File: src/rtl/hcd_pkg.sv
`timescale 1ns / 1ps

package hcd_pkg;

  // configuration register indexes
  localparam logic [2:0] CFG_HS_FIRST   = 3'd0;
  localparam logic [2:0] CFG_HS_REPLY   = 3'd1;
  localparam logic [2:0] CFG_HS_THIRD   = 3'd2;
  localparam logic [2:0] CFG_CMD_COUNT  = 3'd3;
  localparam logic [2:0] CFG_CMD_LENGTHS = 3'd4;

  localparam logic [3:0] CMD_COUNT_RESET = 4'd8;

  // length table: eight 6-bit entries
  localparam int LEN_W      = 6;
  localparam int NUM_CODES  = 8;

  // job queue between front and back
  localparam int Q_DEPTH = 2;
  localparam int Q_PTR_W = $clog2(Q_DEPTH);
  localparam int Q_CNT_W = $clog2(Q_DEPTH + 1);

  typedef struct packed {
    logic             is_frame;
    logic [7:0]       reply;
    logic [2:0]       cmd;
    logic [LEN_W-1:0] len;
  } job_t;

  typedef struct packed {
    logic             en;
    logic [LEN_W-1:0] addr;
    logic [7:0]       data;
  } mem_wr_t;

endpackage

File: src/rtl/hcd_front.sv
`timescale 1ns / 1ps

module hcd_front #(
  parameter int MAX_PAYLOAD  = 32,
  parameter int MAX_COMMANDS = 8
) (
  input  logic            clk,
  input  logic            rst_n,
  input  logic            cfg_we,
  input  logic [2:0]      cfg_index,
  input  logic [47:0]     cfg_wdata,
  input  logic            in_tvalid,
  output logic            in_tready,
  input  logic [7:0]      in_tdata,
  output logic            q_push,
  output hcd_pkg::job_t   q_wdata,
  input  logic            q_ready,
  output hcd_pkg::mem_wr_t mem_wr,
  input  logic            frame_done
);
  import hcd_pkg::*;

  typedef enum logic [1:0] {
    PH_WAIT_FIRST,
    PH_WAIT_THIRD,
    PH_LINK_UP
  } phase_t;

  logic [7:0]           hs_first_r;
  logic [7:0]           hs_reply_r;
  logic [7:0]           hs_third_r;
  logic [3:0]           cmd_count_r;
  logic [LEN_W*NUM_CODES-1:0] cmd_lengths_r;

  phase_t               phase_r, phase_nxt;
  logic                 in_frame_r, in_frame_nxt;
  logic [2:0]           cur_cmd_r, cur_cmd_nxt;
  logic [LEN_W-1:0]     pay_count_r, pay_count_nxt;
  logic                 busy_r, busy_nxt;

  logic                 accept;
  logic [3:0]           limit;
  logic [LEN_W-1:0]     len_raw;
  logic [LEN_W-1:0]     frame_len;
  logic [LEN_W-1:0]     pay_inc;

  // configuration registers
  always_ff @(posedge clk) begin
    if (!rst_n) begin
      hs_first_r    <= '0;
      hs_reply_r    <= '0;
      hs_third_r    <= '0;
      cmd_count_r   <= CMD_COUNT_RESET;
      cmd_lengths_r <= '0;
    end else if (cfg_we) begin
      case (cfg_index)
        CFG_HS_FIRST:    hs_first_r    <= cfg_wdata[7:0];
        CFG_HS_REPLY:    hs_reply_r    <= cfg_wdata[7:0];
        CFG_HS_THIRD:    hs_third_r    <= cfg_wdata[7:0];
        CFG_CMD_COUNT:   cmd_count_r   <= cfg_wdata[3:0];
        CFG_CMD_LENGTHS: cmd_lengths_r <= cfg_wdata[LEN_W*NUM_CODES-1:0];
        default: ;
      endcase
    end
  end

  // hold input off while the job queue is full or a frame replay is pending
  assign in_tready = q_ready && !busy_r;
  assign accept    = in_tvalid && in_tready;

  // command limit and clamped payload length
  assign limit   = (cmd_count_r > 4'(MAX_COMMANDS)) ? 4'(MAX_COMMANDS) : cmd_count_r;
  assign len_raw = cmd_lengths_r[LEN_W*cur_cmd_r +: LEN_W];
  always_comb begin
    if (len_raw == '0) begin
      frame_len = LEN_W'(1);
    end else if ({1'b0, len_raw} > (LEN_W+1)'(MAX_PAYLOAD)) begin
      frame_len = LEN_W'(MAX_PAYLOAD);
    end else begin
      frame_len = len_raw;
    end
  end
  assign pay_inc = pay_count_r + LEN_W'(1);

  // handshake and framing
  always_comb begin
    phase_nxt     = phase_r;
    in_frame_nxt  = in_frame_r;
    cur_cmd_nxt   = cur_cmd_r;
    pay_count_nxt = pay_count_r;
    busy_nxt      = busy_r;
    q_push        = 1'b0;
    q_wdata       = '0;
    mem_wr        = '0;
    if (accept) begin
      case (phase_r)
        PH_WAIT_FIRST: begin
          if (in_tdata == hs_first_r) begin
            phase_nxt        = PH_WAIT_THIRD;
            q_push           = 1'b1;
            q_wdata.is_frame = 1'b0;
            q_wdata.reply    = hs_reply_r;
          end
        end
        PH_WAIT_THIRD: begin
          phase_nxt = (in_tdata == hs_third_r) ? PH_LINK_UP : PH_WAIT_FIRST;
        end
        PH_LINK_UP: begin
          if (!in_frame_r) begin
            if (in_tdata < {4'd0, limit}) begin
              cur_cmd_nxt   = in_tdata[2:0];
              in_frame_nxt  = 1'b1;
              pay_count_nxt = '0;
            end
          end else begin
            mem_wr.en     = 1'b1;
            mem_wr.addr   = pay_count_r;
            mem_wr.data   = in_tdata;
            pay_count_nxt = pay_inc;
            if (pay_inc >= frame_len) begin
              q_push           = 1'b1;
              q_wdata.is_frame = 1'b1;
              q_wdata.cmd      = cur_cmd_r;
              q_wdata.len      = frame_len;
              in_frame_nxt     = 1'b0;
              pay_count_nxt    = '0;
              busy_nxt         = 1'b1;
            end
          end
        end
        default: phase_nxt = PH_WAIT_FIRST;
      endcase
    end
    if (frame_done) begin
      busy_nxt = 1'b0;
    end
  end

  always_ff @(posedge clk) begin
    if (!rst_n) begin
      phase_r     <= PH_WAIT_FIRST;
      in_frame_r  <= 1'b0;
      cur_cmd_r   <= '0;
      pay_count_r <= '0;
      busy_r      <= 1'b0;
    end else begin
      phase_r     <= phase_nxt;
      in_frame_r  <= in_frame_nxt;
      cur_cmd_r   <= cur_cmd_nxt;
      pay_count_r <= pay_count_nxt;
      busy_r      <= busy_nxt;
    end
  end

endmodule

File: src/rtl/hcd_queue.sv
`timescale 1ns / 1ps

module hcd_queue (
  input  logic          clk,
  input  logic          rst_n,
  input  logic          push,
  input  hcd_pkg::job_t wdata,
  output logic          ready,
  input  logic          pop,
  output hcd_pkg::job_t rdata,
  output logic          valid
);
  import hcd_pkg::*;

  job_t               entry_r [Q_DEPTH];
  logic [Q_PTR_W-1:0] wr_ptr_r;
  logic [Q_PTR_W-1:0] rd_ptr_r;
  logic [Q_CNT_W-1:0] count_r;
  logic               do_push;
  logic               do_pop;

  assign ready   = (count_r != Q_CNT_W'(Q_DEPTH));
  assign valid   = (count_r != '0);
  assign do_push = push && ready;
  assign do_pop  = pop && valid;
  assign rdata   = entry_r[rd_ptr_r];

  // entry storage
  always_ff @(posedge clk) begin
    if (do_push) begin
      entry_r[wr_ptr_r] <= wdata;
    end
  end

  // pointers and fill count
  always_ff @(posedge clk) begin
    if (!rst_n) begin
      wr_ptr_r <= '0;
      rd_ptr_r <= '0;
      count_r  <= '0;
    end else begin
      if (do_push) begin
        wr_ptr_r <= wr_ptr_r + Q_PTR_W'(1);
      end
      if (do_pop) begin
        rd_ptr_r <= rd_ptr_r + Q_PTR_W'(1);
      end
      if (do_push && !do_pop) begin
        count_r <= count_r + Q_CNT_W'(1);
      end else if (do_pop && !do_push) begin
        count_r <= count_r - Q_CNT_W'(1);
      end
    end
  end

endmodule

File: src/rtl/hcd_back.sv
`timescale 1ns / 1ps

module hcd_back #(
  parameter int MAX_PAYLOAD = 32
) (
  input  logic             clk,
  input  logic             rst_n,
  input  hcd_pkg::mem_wr_t mem_wr,
  input  logic             q_valid,
  input  hcd_pkg::job_t    q_rdata,
  output logic             q_pop,
  output logic             out_tvalid,
  input  logic             out_tready,
  output logic [23:0]      out_tdata,
  output logic             out_tuser,
  output logic             out_tlast,
  output logic             frame_done
);
  import hcd_pkg::*;

  localparam int IDXW = (MAX_PAYLOAD > 1) ? $clog2(MAX_PAYLOAD) : 1;

  typedef enum logic [1:0] {
    S_IDLE,
    S_FETCH,
    S_SEND
  } state_t;

  logic [7:0]       store [MAX_PAYLOAD];
  logic [7:0]       rd_data_r;

  state_t           state_r;
  logic             kind_r;
  logic [7:0]       reply_r;
  logic [2:0]       cmd_r;
  logic [LEN_W-1:0] len_r;
  logic [LEN_W-1:0] idx_r;
  logic [LEN_W-1:0] idx_inc;
  logic             last_w;
  logic [7:0]       byte_w;

  // payload store, registered read
  always_ff @(posedge clk) begin
    if (mem_wr.en) begin
      store[mem_wr.addr[IDXW-1:0]] <= mem_wr.data;
    end
    if (state_r == S_FETCH) begin
      rd_data_r <= store[idx_r[IDXW-1:0]];
    end
  end

  assign q_pop      = (state_r == S_IDLE) && q_valid;
  assign idx_inc    = idx_r + LEN_W'(1);
  assign last_w     = !kind_r || (idx_inc == len_r);
  assign out_tvalid = (state_r == S_SEND);
  assign frame_done = (state_r == S_SEND) && out_tready && kind_r && last_w;
  assign byte_w     = kind_r ? rd_data_r : reply_r;

  // beat fields: byte, code, position, link_up
  assign out_tdata = {7'd0, kind_r, idx_r[4:0], cmd_r, byte_w};
  assign out_tuser = kind_r;
  assign out_tlast = last_w;

  // replay sequencer
  always_ff @(posedge clk) begin
    if (!rst_n) begin
      state_r <= S_IDLE;
      kind_r  <= 1'b0;
      reply_r <= '0;
      cmd_r   <= '0;
      len_r   <= '0;
      idx_r   <= '0;
    end else begin
      case (state_r)
        S_IDLE: begin
          if (q_valid) begin
            kind_r  <= q_rdata.is_frame;
            reply_r <= q_rdata.reply;
            idx_r   <= '0;
            if (q_rdata.is_frame) begin
              cmd_r   <= q_rdata.cmd;
              len_r   <= q_rdata.len;
              state_r <= S_FETCH;
            end else begin
              cmd_r   <= '0;
              len_r   <= LEN_W'(1);
              state_r <= S_SEND;
            end
          end
        end
        S_FETCH: begin
          state_r <= S_SEND;
        end
        S_SEND: begin
          if (out_tready) begin
            if (last_w) begin
              state_r <= S_IDLE;
            end else begin
              idx_r   <= idx_inc;
              state_r <= S_FETCH;
            end
          end
        end
        default: state_r <= S_IDLE;
      endcase
    end
  end

endmodule

File: src/rtl/handshake_command_deframer.sv
`timescale 1ns / 1ps

// Handshake command deframer. Received bytes enter on the in_ stream, one
// beat per byte, each taken while in_tready is high. Until the link is
// up a three-byte handshake runs: the opening byte queues one reply beat
// (tuser 0), the third byte brings the link up, and any wrong byte restarts
// it. After that each frame is a command code and a payload of table length;
// the payload is written into an internal store and, on its last byte, a
// replay engine behind a two-entry job queue sends it out as a run of beats
// (tuser 1, tlast on the final one). Each payload beat passes through the
// replay engine as a store read, then a present; the input stream is held
// off from the last payload byte until the replay's final beat is taken,
// since the store has one write and one read port. Reply beats do not hold
// off input. The store needs no clearing after reset.
module handshake_command_deframer #(
  parameter int MAX_PAYLOAD  = 32,
  parameter int MAX_COMMANDS = 8
) (
  input  logic        clk,
  input  logic        rst_n,
  // configuration write port
  input  logic        cfg_we,
  input  logic [2:0]  cfg_index,
  input  logic [47:0] cfg_wdata,
  // received bytes
  input  logic        in_tvalid,
  output logic        in_tready,
  input  logic [7:0]  in_tdata,   // [7:0] rx_byte
  // result beats
  output logic        out_tvalid,
  input  logic        out_tready,
  output logic [23:0] out_tdata,  // [7:0] out_byte, [10:8] cmd_code,
                                  // [15:11] byte_pos, [16] link_up
  output logic        out_tuser,  // [0] kind
  output logic        out_tlast
);
  import hcd_pkg::*;

  logic    q_push;
  job_t    q_wdata;
  logic    q_ready;
  logic    q_pop;
  job_t    q_rdata;
  logic    q_valid;
  mem_wr_t mem_wr;
  logic    frame_done;

  // byte intake, handshake and framing
  hcd_front #(
    .MAX_PAYLOAD  (MAX_PAYLOAD),
    .MAX_COMMANDS (MAX_COMMANDS)
  ) u_front (
    .clk        (clk),
    .rst_n      (rst_n),
    .cfg_we     (cfg_we),
    .cfg_index  (cfg_index),
    .cfg_wdata  (cfg_wdata),
    .in_tvalid  (in_tvalid),
    .in_tready  (in_tready),
    .in_tdata   (in_tdata),
    .q_push     (q_push),
    .q_wdata    (q_wdata),
    .q_ready    (q_ready),
    .mem_wr     (mem_wr),
    .frame_done (frame_done)
  );

  // job queue
  hcd_queue u_queue (
    .clk   (clk),
    .rst_n (rst_n),
    .push  (q_push),
    .wdata (q_wdata),
    .ready (q_ready),
    .pop   (q_pop),
    .rdata (q_rdata),
    .valid (q_valid)
  );

  // reply and payload replay
  hcd_back #(
    .MAX_PAYLOAD (MAX_PAYLOAD)
  ) u_back (
    .clk        (clk),
    .rst_n      (rst_n),
    .mem_wr     (mem_wr),
    .q_valid    (q_valid),
    .q_rdata    (q_rdata),
    .q_pop      (q_pop),
    .out_tvalid (out_tvalid),
    .out_tready (out_tready),
    .out_tdata  (out_tdata),
    .out_tuser  (out_tuser),
    .out_tlast  (out_tlast),
    .frame_done (frame_done)
  );

`ifndef SYNTHESIS
  // a reply is a single beat and never claims the link
  a_reply_single: assert property (@(posedge clk) disable iff (!rst_n)
    out_tvalid && !out_tuser |-> out_tlast && !out_tdata[16])
    else $error("reply beat without tlast or with link_up set");

  // no byte may enter while the store is being replayed
  a_no_rx_in_replay: assert property (@(posedge clk) disable iff (!rst_n)
    out_tvalid && out_tuser |-> !in_tready)
    else $error("input open during payload replay");

  // the replay engine goes idle after the final payload beat
  a_done_idle: assert property (@(posedge clk) disable iff (!rst_n)
    frame_done |=> !out_tvalid)
    else $error("beat presented right after frame end");

  // only pushes that the queue can take
  a_push_room: assert property (@(posedge clk) disable iff (!rst_n)
    q_push |-> q_ready)
    else $error("job pushed into full queue");
`endif

endmodule

File: config.mk
export PLATFORM = sky130hd
export DESIGN_NAME = handshake_command_deframer
export DESIGN_NICKNAME = d
export VERILOG_FILES = /design/src/rtl/hcd_pkg.sv /design/src/rtl/hcd_front.sv /design/src/rtl/hcd_queue.sv /design/src/rtl/hcd_back.sv /design/src/rtl/handshake_command_deframer.sv
export SDC_FILE = /design/constraint.sdc
export NUM_CORES = 1
export LEC_CHECK = 0
export BUFFER_PORTS_ARGS = -buffer_cell sky130_fd_sc_hd__buf_2
export CAP_MARGIN = 20
export CORE_ASPECT_RATIO = 1.4
export CORE_MARGIN = 8
export CORE_UTILIZATION = 30
export DETAILED_ROUTE_END_ITERATION = 16
export PLACE_DENSITY = 0.46
export REMOVE_ABC_BUFFERS = 1
export SETUP_SLACK_MARGIN = 0.02
export SYNTH_ARGS = -nofsm -noshare
export SYNTH_HDL_FRONTEND = slang
export SYNTH_SLANG_ARGS = --single-unit
File: constraint.sdc
create_clock -name clk -period 5.6 [get_ports clk]
set_clock_uncertainty 0.05 [all_clocks]
set_input_delay 0 -clock clk [delete_from_list [all_inputs] [get_ports clk]]
set_output_delay 0 -clock clk [all_outputs]
set_load 0.05 [all_outputs]
**Word level (Yosys, flattened, before mapping)**

Memories as Yosys holds them, arrays and structs flattened. A register that Yosys moved wholly into a read port is not among the register bits.
Index checks and enable logic that the tools add are counted.

- Add/sub/neg operators: 6
- Multiply operators: 1
- Magnitude comparators: 4
- Equal/unequal tests: 16
- Shift operators: 1
- Mux-type cells: 47
- Bitwise gates (word level): 3
- Reduce and logical (&&, ||, !) cells: 37

Operator list:

| cell | number |
|---|---|
| 6-bit two-way mux | 9 |
| 48-bit by 7-bit variable part select with 6-bit output | 1 |
| 15-bit two-way mux | 3 |
| 9-bit two-way mux | 3 |
| 8-bit two-way mux | 3 |
| 18-bit two-way mux | 1 |
| 8-bit equality test | 2 |
| 2-bit AND reduction | 8 |
| 1-bit two-way mux | 14 |
| 2-bit two-way mux | 7 |
| 6-bit by 1-bit adder with 6-bit output (second input constant) | 2 |
| 2-bit case mux with 3 select lines | 2 |
| 6-bit case mux with 2 select lines | 1 |
| 4-bit AND reduction | 3 |
| 1-bit logical AND | 10 |
| 8-bit by 4-bit < comparator with 1-bit output | 1 |
| 2-bit nonzero test | 4 |
| 3-bit by 2-bit equality test with 1-bit output (second input constant) | 2 |
| 6-bit equality test | 1 |
| 6-bit >= comparator | 1 |
| 6-bit greater-than comparator (second input constant) | 1 |
| 6-bit logical NOT | 1 |
| 2-bit by 1-bit != test with 1-bit output (second input constant) | 3 |
| 3-bit AND reduction | 2 |
| 19 further kinds | 30 |

- Bits in registers: 119
- Bits in writable memories: 292
- Input port bits: 64
- Output and inout bits: 28
- Logic and storage cells: 136
- Memories: 2

Memory list:

| name | words | width | read ports | clocked after Yosys merged registers in | wr ports | RTL line | RTL |
|---|---|---|---|---|---|---|---|
| u_back.store | 32 | 8 | 1 | 1 | 1 | hcd_back.sv:29 | `logic [7:0] store [MAX_PAYLOAD];` |
| u_queue.entry_r | 2 | 18 | 1 | 1 | 1 | hcd_queue.sv:15 | `job_t entry_r [Q_DEPTH];` |

**Logic depth before layout (Yosys ltp)**

Gate-level depths: netlist of the first run.

- Word-level depth: 15
- Depth in mapped cells: 16
- Mapped depth without buffers: 14

**Cells and area by module**

A second synthesis of the first run with hierarchy kept.

- Cells, all modules: 1243
- Area total of the unflattened synthesis: 17894.7 um^2

Modules (own cells, without submodules):

| module | instances | cells each | area each (um^2) | seq. area each (um^2) |
|---|---|---|---|---|
| hcd_back | 1 | 620 | 11646.2 | 8448.1 |
| hcd_front | 1 | 543 | 4709.5 | 1781.7 |
| hcd_queue | 1 | 80 | 1539.0 | 1181.1 |

**Worst setup path after synthesis of the first run**

Ideal clock, no wire load.

- Kind: reg2reg
- Start: register u_front.cur_cmd_r[0]
- End: memory u_queue.entry_r[1][0] (netlist name) (enable)
- Setup time: 0.396 ns
- Data arrival time: 3.541 ns
- Required time: 5.154 ns
- Setup slack: 1.612 ns
- Stages on the path, launching flop included: 13
- Buffers on the path: 2
- Period minus slack after synthesis: 3.988 ns
- Path through: dfxtp_1 -> buf_2 -> buf_4 -> mux4_2 -> mux2_2 -> a41oi_1 -> nor2b_1 -> ha_1 -> nand2b_1 -> a31oi_1 -> o21ai_0 -> a21oi_1 -> nor2b_1

- Longest elaborated chain between the ends: 13
- Elaborated cells between the ends (all ways): 14

RTL lines:

| item | RTL line | RTL |
|---|---|---|
| from (decl) | hcd_front.sv:37 | `logic [2:0] cur_cmd_r, cur_cmd_nxt;` |
| from (signal assigned) | hcd_front.sv:149 | `cur_cmd_r <= cur_cmd_nxt;` |
| 2-bit by 3-bit multiplier with 5-bit output * | hcd_front.sv:73 | `assign len_raw = cmd_lengths_r[LEN_W*cur_cmd_r +: LEN_W];` |
| 48-bit by 7-bit variable part select with 6-bit output * | hcd_front.sv:73 |  |
| 6-bit greater-than comparator | hcd_front.sv:77 | `end else if ({1'b0, len_raw} > (LEN_W+1)'(MAX_PAYLOAD)) begin` |
| 6-bit two-way mux | hcd_front.sv:77 |  |
| 6-bit two-way mux * | hcd_front.sv:75 | `if (len_raw == '0) begin` |
| 6-bit >= comparator * | hcd_front.sv:120 | `if (pay_inc >= frame_len) begin` |
| 1-bit two-way mux * | hcd_front.sv:120 |  |
| 1-bit two-way mux * | hcd_front.sv:109 | `if (!in_frame_r) begin` |
| 1-bit case mux with 2 select lines * | hcd_front.sv:96 | `case (phase_r)` |
| 1-bit two-way mux * | hcd_front.sv:95 | `if (accept) begin` |
| 1-bit logical AND * | hcd_queue.sv:24 | `assign do_push = push && ready;` |
| 1-bit two-way mux * | hcd_queue.sv:30 | `if (do_push) begin` |
| 1-bit two-way mux (not written as such) * | hcd_queue.sv:31 | `entry_r[wr_ptr_r] <= wdata;` |
| to (decl) | hcd_queue.sv:15 |  |

Every way passes the cells marked *; elsewhere a longest branch is shown, timed or not.

**Worst setup path in the final report of the first run**

- Start: register u_front.cur_cmd_r[0]
- End: register u_queue.count_r[1]

- Longest elaborated chain between the ends: 14
- Elaborated cells between the ends (all ways): 17

RTL lines:

| item | RTL line | RTL |
|---|---|---|
| 2-bit by 3-bit multiplier with 5-bit output * | hcd_front.sv:73 |  |
| 48-bit by 7-bit variable part select with 6-bit output * | hcd_front.sv:73 |  |
| 6-bit greater-than comparator | hcd_front.sv:77 |  |
| 6-bit two-way mux | hcd_front.sv:77 |  |
| 6-bit two-way mux * | hcd_front.sv:75 |  |
| 6-bit >= comparator * | hcd_front.sv:120 |  |
| 1-bit two-way mux * | hcd_front.sv:120 |  |
| 1-bit two-way mux * | hcd_front.sv:109 |  |
| 1-bit case mux with 2 select lines * | hcd_front.sv:96 |  |
| 1-bit two-way mux * | hcd_front.sv:95 |  |
| 1-bit logical AND * | hcd_queue.sv:24 |  |
| via u_queue.do_push | hcd_queue.sv:19 | `logic do_push;` |
| 1-bit logical NOT | hcd_queue.sv:50 | `end else if (do_pop && !do_push) begin` |
| 1-bit logical AND | hcd_queue.sv:50 |  |
| 2-bit nonzero test (no source line) | -- |  |
| to (signal assigned) | hcd_queue.sv:49 | `count_r <= count_r + Q_CNT_W'(1);` |
| to (signal assigned) | hcd_queue.sv:51 | `count_r <= count_r - Q_CNT_W'(1);` |
| to (decl) | hcd_queue.sv:18 | `logic [Q_CNT_W-1:0] count_r;` |

The timed path passes the listed nets; every way through them passes the cells marked *.
A chain may end at the register's enable or synchronous reset.

==> results.txt, run 1 <==
The run finished with clean final reports. Setup violations remaining at the end of the flow were counted as 0. The number of clock sinks came out at 420. The actual slew at the worst max-slew pin is 1010 ps. The required time at the endpoint of the critical path came out at 6010 ps. The via count normalized by instance count is 4.72. After detailed routing, the average wire length per cell comes to 20.8 um. For this run the aggregate overflow at the end of global routing stands at 0. The synthesized design contains 300 enable-type register cells.

The count of non-filler cells in the finished layout came out at 2043. The overall die area came out at 65500 um2. The fraction of registers with async set/reset is 0%. The largest fanout of any net on the critical path came out at 10. After synthesis the netlist holds a flip-flop and latch count of 420.

The number of vias in the routed layout came out at 9648. Before antenna repair, the detailed router went through 6 iterations. The clock latency at the later pin of the worst-skew pair is 550 ps. The library cells used most frequently in the layout, excluding fill and tap cells, are sky130_fd_sc_hd__edfxtp_1 (300), sky130_fd_sc_hd__nand2_1 (127), sky130_fd_sc_hd__dfxtp_1 (118). The final antenna-violating net count is 0. The internal power of the cells came out at 5.08 mW. The routability congestion estimate came out at 0.729. The first global-routing pass estimated 64600 um of wire. Setup repair after global routing left no endpoint under its margin.

The iteration-0 DRC count of the detailed router came out at 478. The post-route fraction of the period consumed by the critical path came out at 75.3%. The post-layout minimum cycle time is 4220 ps.

The clock network burns 38.7% of the power. Of the total power, registers draw 51.0%. The post-cts resize count is 0. The relative slew slack came out at 32.4%. In this design, the critical path's most frequently occurring cell is sky130_fd_sc_hd__ha_1. The number of fillers in the final layout came out at 5436.

The flip-flop cell with the highest count after synthesis is sky130_fd_sc_hd__edfxtp_1. The cell sitting at the root of the clock tree is a sky130_fd_sc_hd__clkbuf_16. The count of mapped cells out of synthesis is 1137. The number of ports placed on the die boundary came out at 92.

The floorplan row count came out at 104. Counting distinct cell types in the post-synthesis netlist gives 58. The category of the worst setup path capture point is a flop.

TritonCTS built the clock tree. Summed over all failing endpoints, the final setup total negative slack is 0 ps. The max-slew violation count is 0. The arrival time at the worst endpoint came out at 4630 ps. The path class of the tightest hold or removal check is in2reg. The initial utilization of the core area, before any placement, comes to 30.2%. In the routed design, unresolved DRC markers number 0. The overall fraction of global-route tracks in use came out at 13.0%. For this run, the post-layout net count is 1349.

The Yosys step of the flow raised 0 warnings. The area added between synthesis and finish came out at 17.3%. Walking the worst path, the cells encountered are buf_4 -> mux4_2 -> mux2_2 -> a41oi_1 -> nor2b_1 -> ha_1 -> nand2b_1 -> a31oi_1 -> o21ai_0 -> a21oi_1 -> inv_1 -> ha_1 -> or3_1 -> a21boi_0. For this design the static power due to leakage is 6.25 nW.

The most common cell after layout, fill and taps aside is sky130_fd_sc_hd__edfxtp_1. The final-report hold violation count is 0. The proportion of layout cells with a drive suffix above 1 came out at 21.1%. The reported net switching power is 1.69 mW. The mapped cell area came out at 17200 um2.

For this design the ratio of total power to cell area is 335 nW/um2. The largest net degree at the start of global routing is 90. The number of buffers on the longest clock path is 3.

Once placement completed, the tool counted placed cells totaling 1912. The count of antenna diodes in the layout is 0. The total clock buffers created by CTS came out at 40. The achievable frequency is 0.237 GHz. The maximum VDD drop is 0.242 mV. The worst setup path is of the reg2reg kind. Of the post-synthesis cell area, the dominant cell type holds 52.3%.

The HPWL after detailed placement is 28600 um. In this run switching power makes up 25.0% of total power. The initial antenna violation count is 1.

The floorplan die width came out at 219 um. The number of H-tree levels is 2. The cell taking the most area after synthesis is sky130_fd_sc_hd__edfxtp_1. Max-cap violations in this run came to 0. The die height is 300 um. The sequential share of the synthesized area is 66.2%. The via count of the first global-routing pass was 10300.

The largest stage delay on the critical path came out at 630 ps. The total area inside the core boundary comes to 57100 um2. The routed design has 42500 um of wire. Summing all placed instances gives a cell area of 18400 um2. The worst-path cell with the longest stage delay is sky130_fd_sc_hd__o21ai_0. Combinational cells account for 10.4% of the total power. The worst setup path is launched from a flop. The number of buffers added on ports is 84. Clock-pin slew was measured on the worst setup and hold paths at 60 ps. After synthesis, the cell types taking the most area are sky130_fd_sc_hd__edfxtp_1 (52%), sky130_fd_sc_hd__dfxtp_1 (14%), sky130_fd_sc_hd__mux4_2 (10%). In this run the mean area of a mapped cell was 15.2 um2.

The finished cells cover 20200 um2.
## state kept, by name, indices dropped and copies added, names as in the netlist, named ones only
| signal | flops |
|---|---|
| u_back.state_r | 2 |
| u_queue.count_r | 2 |
| u_front.cmd_count_r | 4 |
| u_back.store | 256 |
| u_front.hs_reply_r | 8 |
| u_back.reply_r | 8 |
| u_back.idx_r | 6 |
| u_front.phase_r | 2 |
| u_front.cur_cmd_r | 3 |
| u_back.cmd_r | 3 |
| u_queue.wr_ptr_r | 1 |
| u_front.in_frame_r | 1 |
| u_front.busy_r | 1 |
| u_queue.entry_r | 36 |
| u_back.rd_data_r | 8 |
| u_front.pay_count_r | 6 |
| u_back.len_r | 6 |
| u_back.out_tuser | 1 |
| u_queue.rd_ptr_r | 1 |
| u_front.cmd_lengths_r | 48 |
| u_front.hs_first_r | 8 |
| u_front.hs_third_r | 8 |
## stage by stage
stage	utilization (%)	worst slack (ps)	hold WS, ps	power [mW]
finish	35.4	1380	30.4	6.77
detailed placement	32.2	1380	197	4.20
global route	35.4	1090	71.8	7.03
global placement	32.2	1450	192	4.20
floorplan	-	469	11.9	3.99
CTS	35.4	1340	3.21	6.86
## synthesized netlist by cell type (8+ instances only)
library cell	number
sky130_fd_sc_hd__buf_4	14
sky130_fd_sc_hd__mux4_1	13
sky130_fd_sc_hd__nand3_1	15
sky130_fd_sc_hd__mux4_2	79
sky130_fd_sc_hd__nor2_1	89
sky130_fd_sc_hd__a22oi_1	12
sky130_fd_sc_hd__clkbuf_1	44
sky130_fd_sc_hd__nand2b_1	9
sky130_fd_sc_hd__a211oi_1	9
sky130_fd_sc_hd__dfxtp_1	120
sky130_fd_sc_hd__nor2b_1	18
sky130_fd_sc_hd__and2_1	13
sky130_fd_sc_hd__and3_1	16
sky130_fd_sc_hd__mux2i_1	40
sky130_fd_sc_hd__ha_1	12
sky130_fd_sc_hd__buf_2	8
sky130_fd_sc_hd__xnor2_1	21
sky130_fd_sc_hd__a21oi_1	65
sky130_fd_sc_hd__mux2_2	26
sky130_fd_sc_hd__nand2_1	127
sky130_fd_sc_hd__edfxtp_1	300
## critical path: cells and delay by family (launching register included)
| kind | cells | cell delay (ps) |
|---|---|---|
| DFF | 1 | 430 |
| and+or+nand+nor | 3 | 540 |
| adders and majority gates | 2 | 530 |
| buffers and inverters | 2 | 370 |
| muxes | 2 | 820 |
| AOI/OAI and AO/OA | 5 | 1380 |
## power groups by stage
| stage | logic [mW] | registers [mW] | clock network [mW] |
|---|---|---|---|
| 6_report | 0.701 | 3.45 | 2.62 |
| 3_5_place_dp | 0.682 | 3.52 | 0 |
| 3_3_place_gp | 0.681 | 3.52 | 0 |
| 2_1_floorplan | 0.438 | 3.55 | 0 |
| 5_1_grt | 0.756 | 3.46 | 2.81 |
| 4_1_cts | 0.716 | 3.45 | 2.69 |
## cell families after synthesis
group	Yosys count	share of synthesized area (%)
XOR/XNOR	28	1.42
AO/OA/AOI/OAI	112	3.87
buffers and inverters	84	2.49
flip-flops	420	66.2
adder cells (fa/ha/maj)	12	0.872
other	1	0.0218
AND/OR/NAND/NOR	322	8.75
multiplexers	158	16.3
## path summary, 6_finish.rpt
| check | cells after the start | from | slack [ps] | end |
|---|---|---|---|---|
| max | 14 | u_front.cur_cmd_r[0]$_SDFFE_PN0P_ | 1380 | u_queue.count_r[1]$_SDFFE_PN0P_ |
| min | 5 | in_tdata[6] | 30 | u_front.in_frame_r$_SDFFE_PN0P_ |
| max reg2reg | 14 | u_front.cur_cmd_r[0]$_SDFFE_PN0P_ | 1380 | u_queue.count_r[1]$_SDFFE_PN0P_ |
| min reg2reg | 2 | u_front.cmd_lengths_r[22]$_SDFFE_PN0P_ | 400 | u_front.cmd_lengths_r[22]$_SDFFE_PN0P_ |
## layout make-up
class	instances	area [um2]	area share, %
Tap cell	742	928	4.59
Multi-Input combinational cell	639	5420	26.8
Clock buffer	51	1080	5.37
Inverter	8	31.3	0.155
Clock inverter	19	143	0.706
Timing Repair Buffer	164	1190	5.87
Sequential cell	420	11400	56.5
## routing by layer
metal	vias to the layer above	global-route usage (%)	share of wire [%]
li1	4543	-	-
met1	4826	14.8	40
met2	218	24.1	53
met3	61	1.98	3.8
met4	0	4.81	3.2
met5	-	0	0
## repair_timing
action | in CTS | in global routing
buffers inserted | 0 | 0
endpoints found under the hold margin | 94 | 0
hold buffers | 61 | 0
(Power assumes the default switching activity.)
==> inputs of run 2 (changes only) <==
- clock period: 5.6 -> 4.35 ns (I/O delays scaled with it)
==> results.txt, run 2 (synthesized netlist as in run 1, its figures left out) <==
The flow ran to the end, and the final reports show no timing, DRC or antenna violations. The number of nets at the end of the flow is 1375. The filler cells instantiated in the layout total 5417. The category of the worst setup path capture point is a flop. The final setup violation count is 0. For this configuration, the core starts out at a cell density of 30.2%.

The cell area after layout is 20600 um2. The maximum VDD drop came out at 0.288 mV. The clock root buffer master is sky130_fd_sc_hd__clkbuf_16. The HPWL after detailed placement is 28500 um.

For the worst-skew pair, the clock arrives at the later sink with an insertion delay of 550 ps. The number of ports placed on the die boundary came out at 92. TritonCTS built the clock tree.

The floorplan row count is 104. The critical path class is reg2reg. The total grt overflow is 0.

The number of clock sinks came out at 420. Across the run, the number of max-cap violations was 0. The actual slew at the worst max-slew pin came out at 1000 ps. The arrival time at the worst endpoint came out at 4140 ps. The repair_antennas step left the layout with diodes totalling 0. The worst-case setup margin in the final layout came out at 408 ps. The power consumption came out at 9.14 mW.

The number of buffers on the longest clock path is 3. The achievable frequency came out at 0.254 GHz. The max-slew violation count came out at 0.

The buffers inserted during post-CTS setup optimization is 0. The library cells used most frequently in the layout, excluding fill and tap cells, are sky130_fd_sc_hd__edfxtp_1 (300), sky130_fd_sc_hd__nand2_1 (127), sky130_fd_sc_hd__dfxtp_1 (118). The total routed wirelength came out at 42100 um. The via count of the first global-routing pass is 10300. The proportion of layout cells with a drive suffix above 1 is 23.9%. Setup repair after global routing left no endpoint under its margin. The cell area reported after detailed placement is 18600 um2. The register with the most flip-flops in the layout has 256 of them.

The detailed router finished its first iteration with 429 violations. The overall die area is 65500 um2. The first-pass GRT wire length is 64200 um. The leakage power of the design is 6.49 nW.

The die height is 300 um. In this run the worst hold path is classified as in2reg. The total clock buffers created by CTS is 41. Before CTS, the worst setup slack after placement is 267 ps. The number of H-tree levels came out at 2. Power spread over the standard cell area amounts to 443 nW/um2.

Leaving out fill and tap cells, the most frequent cell in the layout is sky130_fd_sc_hd__edfxtp_1. The total iterations of the first detailed-routing run came out at 5. The number of vias in the routed layout came out at 9729.

The initial antenna violation count was 1. The remaining design rule violation count is 0. Across every metal layer, demand over resource in global routing totals 12.8%.

The count of buffers added on input and output ports is 84. The startpoint class of the critical path is a flop. The final antenna-violating net count came out at 0.

The core area is 57100 um2. The relative slew slack came out at 32.8%. The required time at the endpoint of the critical path is 4550 ps.

The register clock-pin slew on the reported worst setup and hold paths is 60 ps. Entering global routing, the biggest net connects 69 pins. The area added between synthesis and finish came out at 19.8%.

The via count normalized by instance count is 4.69. The worst path needs 3940 ps of the cycle, external delays included. Along the worst path, the maximum fanout reaches 14. The routability congestion estimate is 0.766. The final-report hold violation count came to 0.

The routed length per instance came out at 20.3 um. The post-route fraction of the period consumed by the critical path came out at 90.6%. The floorplan die width came out at 219 um.
-- run 2: per-stage QoR --
stage          setup TNS (ps)  instances  util (%)  hold slack [ps]
2_1_floorplan           -8550       1067         -             11.9
5_1_grt                     0       2074      36.1             69.9
6_report                    0       2074      36.1             27.4
3_3_place_gp                0       1938      32.6              191
3_5_place_dp                0       1938      32.6              197
4_1_cts                     0       2074      36.1             34.4
-- run 2: what timing repair did --
action | in CTS | in global routing
endpoints found under the hold margin | 96 | 0
hold buffers | 60 | 0
resized for setup | 0 | 0
-- run 2: per-layer routing --
metal,global-route usage [%],wire [um]
met1,14.8,16800
met2,23.6,22300
met3,1.96,1660
met4,4.42,1270
met5,0,0
-- run 2: worst paths after layout --
path | start | endpoint | slack [ps] | cells past startpoint
setup / recovery | u_front.cur_cmd_r[0]$_SDFFE_PN0P_ | u_queue.entry_r[1][9]$_DFFE_PP_ | 410 | 13
hold / removal | in_tdata[7] | u_front.in_frame_r$_SDFFE_PN0P_ | 30 | 5
setup reg to reg | u_front.cur_cmd_r[0]$_SDFFE_PN0P_ | u_queue.entry_r[1][9]$_DFFE_PP_ | 410 | 13
hold reg to reg | u_front.cmd_lengths_r[39]$_SDFFE_PN0P_ | u_front.cmd_lengths_r[39]$_SDFFE_PN0P_ | 400 | 2
-- run 2: final cells by class --
type | count | area [um2] | area share [%]
flip-flops and latches | 420 | 11400 | 55.3
clock inverters | 27 | 338 | 1.64
inverters | 8 | 31.3 | 0.152
well taps | 742 | 928 | 4.50
clock buffers | 49 | 1110 | 5.36
multi-input cells | 639 | 5420 | 26.2
repair buffers | 189 | 1410 | 6.82
-- run 2: power breakdown --
part / internal, mW / switching, mW
sequential: 4.33 / 0.0906
clock: 2.25 / 1.55
combinational: 0.331 / 0.589
total: 6.91 / 2.23
-- run 2: critical path, cell delays in order, from the launching register on --
cell and delay [ps]:
sky130_fd_sc_hd__dfxtp_1 350, sky130_fd_sc_hd__buf_12 170, sky130_fd_sc_hd__mux4_2 510, sky130_fd_sc_hd__mux2_2 270, sky130_fd_sc_hd__a41oi_1 210, sky130_fd_sc_hd__nor2b_1 90, sky130_fd_sc_hd__ha_1 280, sky130_fd_sc_hd__nand2b_1 90
sky130_fd_sc_hd__a31oi_1 70, sky130_fd_sc_hd__o21ai_0 190, sky130_fd_sc_hd__buf_4 180, sky130_fd_sc_hd__a21oi_1 100, sky130_fd_sc_hd__nor2b_1 720, sky130_fd_sc_hd__buf_4 330
==> inputs of run 3 (changes only) <==
- CORE_ASPECT_RATIO: 1.4 -> 0.5
==> results.txt, run 3 (synthesized netlist as in run 1, its figures left out) <==
The most common cell after layout, fill and taps aside is sky130_fd_sc_hd__edfxtp_1. The power consumption is 8.85 mW. Global routing finished with a remaining overflow of 0. The max-slew violation count is 0. The number of nets at the end of the flow is 1362. The CTS tree is yes. The post-cts resize count is 0. The number of vias in the routed layout is 9792.

The initial antenna violation count came out at 0. The final antenna-violating net count is 0. The final-report hold violation count came out at 0. The net switching fraction of the power is 24.6%. The overall fraction of global-route tracks in use came out at 12.6%.

Sequential cells burn 50.2% of the power. The clock root buffer master is sky130_fd_sc_hd__clkbuf_16. The internal power of the cells is 6.67 mW. The proportion of layout cells with a drive suffix above 1 is 22.3%. Subtracting the final worst setup slack from the clock period gives 4040 ps.

The largest fanout of any net on the critical path is 13. After the first detailed-routing iteration, the DRC count stood at 652. The floorplan die width is 355 um.

The total clock buffers created by CTS came out at 42. The arrival time at the worst endpoint is 4230 ps. The total area of multi-input combinational cells came out at 5420 um2. The area added between synthesis and finish came out at 18.7%. After floorplanning, the core was sized to cover 57100 um2. The register with the most flip-flops in the layout has 256 of them. The required time at the endpoint of the critical path came out at 4540 ps. The reported net switching power is 2.18 mW. The number of clock sinks is 420.

The sequential cell area in the final layout is 11400 um2. The clock network burns 39.7% of the power. The total iterations of the first detailed-routing run came out at 5. For this run, the share of the core covered by cells in the final layout is 35.8%.

The slowest stage of the critical path is the sky130_fd_sc_hd__dfxtp_1 cell. The combined buffer and inverter count along the critical path is 1. The via count of the first global-routing pass is 10200. The top cell types in the final layout, fill and taps aside, are sky130_fd_sc_hd__edfxtp_1 (300), sky130_fd_sc_hd__nand2_1 (127), sky130_fd_sc_hd__dfxtp_1 (118). The largest net degree at the start of global routing is 69. The starting density of the core came out at 30.2%. The overall die area is 65800 um2.

The clock latency at the later pin of the worst-skew pair came out at 550 ps. The startpoint class of the critical path is a flop. The number of buffers on the longest clock path is 3. Setup repair after global routing left no endpoint under its margin. The largest stage delay on the critical path is 780 ps. Across the run, the number of max-cap violations was 0. The worst hold path belongs to the class in2reg. After detailed routing, the number of vias per cell comes to 4.69. The register clock-pin slew on the reported worst setup and hold paths came out at 60 ps. Row generation in the floorplan step produced 62 rows.

The first global-routing pass estimated 63800 um of wire. Fill cells in the final layout number 5480. The worst path meets setup with 305 ps of slack. On the critical path the largest part of the delay comes from simple AND/OR/NAND/NOR gates. The number of buffers added on ports came out at 84.

The final setup violation count is 0. The routed length per instance is 20.3 um. The flow ran to the end, and the final reports show no timing, DRC or antenna violations. Walking the worst path, the cells encountered are mux4_2 -> mux2_2 -> a41oi_1 -> nor2b_1 -> ha_1 -> nand2b_1 -> a31oi_1 -> o21ai_0 -> a21oi_1 -> nor2_1 -> buf_4. The HPWL after detailed placement came out at 27600 um. In this run the power density over the cells is 433 nW/um2. The relative slew slack is 34.7%. The number of H-tree levels is 2. The worst setup path is captured at a flop. The count of antenna diodes in the layout is 0. The post-route fraction of the period consumed by the critical path came out at 93.0%. The die height is 185 um.

Prior to clock tree synthesis, the placed netlist has a worst setup slack of 299 ps. The number of ports placed on the die boundary came out at 92. By startpoint and endpoint, the worst setup path is classified as reg2reg. The worst-case IR drop observed on VDD is 0.173 mV. The leakage power of the design came out at 6.35 nW. The remaining design rule violation count is 0. Timing would allow up to 0.247 GHz. The actual slew at the worst max-slew pin came out at 976 ps.

The total routed wirelength is 42300 um. At the end of routability-driven placement, the weighted congestion stood at 0.749. The combinational group share of total power came out at 10.1%.
## run 3: cell count changes in the layout (fill, tap and decap cells not counted), sizes merged
cell	delta
buf	-14
clkinvlp	-1
bufinv	-5
inv	-2
clkbuf	+9
## run 3: area by class of cell
| cell class | count | area share, % |
|---|---|---|
| Sequential cell | 420 | 55.8 |
| Multi-Input combinational cell | 639 | 26.5 |
| Timing Repair Buffer | 175 | 6.26 |
| Clock buffer | 58 | 5.74 |
| Tap cell | 768 | 4.70 |
| Clock inverter | 19 | 0.814 |
| Inverter | 8 | 0.153 |
## run 3: per-layer routing
metal  global-route usage [%]  part of all wire [%]
met1                     16.9                    46
met3                     2.38                   4.4
met2                     21.5                    48
met4                     2.50                   1.4
met5                        0                     0
## run 3: per-stage QoR
stage          TNS [ps]  cells  hold slack, ps  cell area [um2]
2_1_floorplan     -8550   1067            11.9            16800
3_3_place_gp          0   1950             195            18500
3_5_place_dp          0   1950             200            18500
4_1_cts               0   2087            1.23            20400
5_1_grt               0   2087            23.7            20400
6_report              0   2087            24.1            20400
## run 3: final timing paths
| path | from | end | slack, ps | depth (start not counted) |
|---|---|---|---|---|
| hold / removal | in_tdata[5] | u_back.store[27][5]$_DFFE_PP_ | 20 | 2 |
| hold reg to reg | u_front.cmd_lengths_r[26]$_SDFFE_PN0P_ | u_front.cmd_lengths_r[26]$_SDFFE_PN0P_ | 400 | 2 |
| setup reg to reg | u_front.cur_cmd_r[1]$_SDFFE_PN0P_ | u_queue.entry_r[0][15]$_DFFE_PP_ | 310 | 11 |
| setup / recovery | u_front.cur_cmd_r[1]$_SDFFE_PN0P_ | u_queue.entry_r[0][15]$_DFFE_PP_ | 310 | 11 |
## run 3: timing repair
item | 4_1_cts | 5_1_grt
buffers inserted | 0 | 0
hold buffers | 60 | 0
endpoints found under the hold margin | 96 | 0
## run 3: worst register-to-register path, stage by stage (launching register included)
cell and delay [ps]:
sky130_fd_sc_hd__dfxtp_1 780, sky130_fd_sc_hd__mux4_2 400, sky130_fd_sc_hd__mux2_2 280, sky130_fd_sc_hd__a41oi_1 210
sky130_fd_sc_hd__nor2b_1 80, sky130_fd_sc_hd__ha_1 280, sky130_fd_sc_hd__nand2b_1 100, sky130_fd_sc_hd__a31oi_1 80
sky130_fd_sc_hd__o21ai_0 310, sky130_fd_sc_hd__a21oi_1 180, sky130_fd_sc_hd__nor2_1 690, sky130_fd_sc_hd__buf_4 320
## run 3: power groups by stage
| stage | logic, mW | registers (mW) | clock network (mW) |
|---|---|---|---|
| 6_report | 0.898 | 4.44 | 3.51 |
| 5_1_grt | 0.970 | 4.46 | 3.76 |
| 4_1_cts | 0.910 | 4.45 | 3.61 |
| 3_5_place_dp | 0.866 | 4.53 | 0 |
| 3_3_place_gp | 0.858 | 4.53 | 0 |
| 2_1_floorplan | 0.564 | 4.57 | 0 |
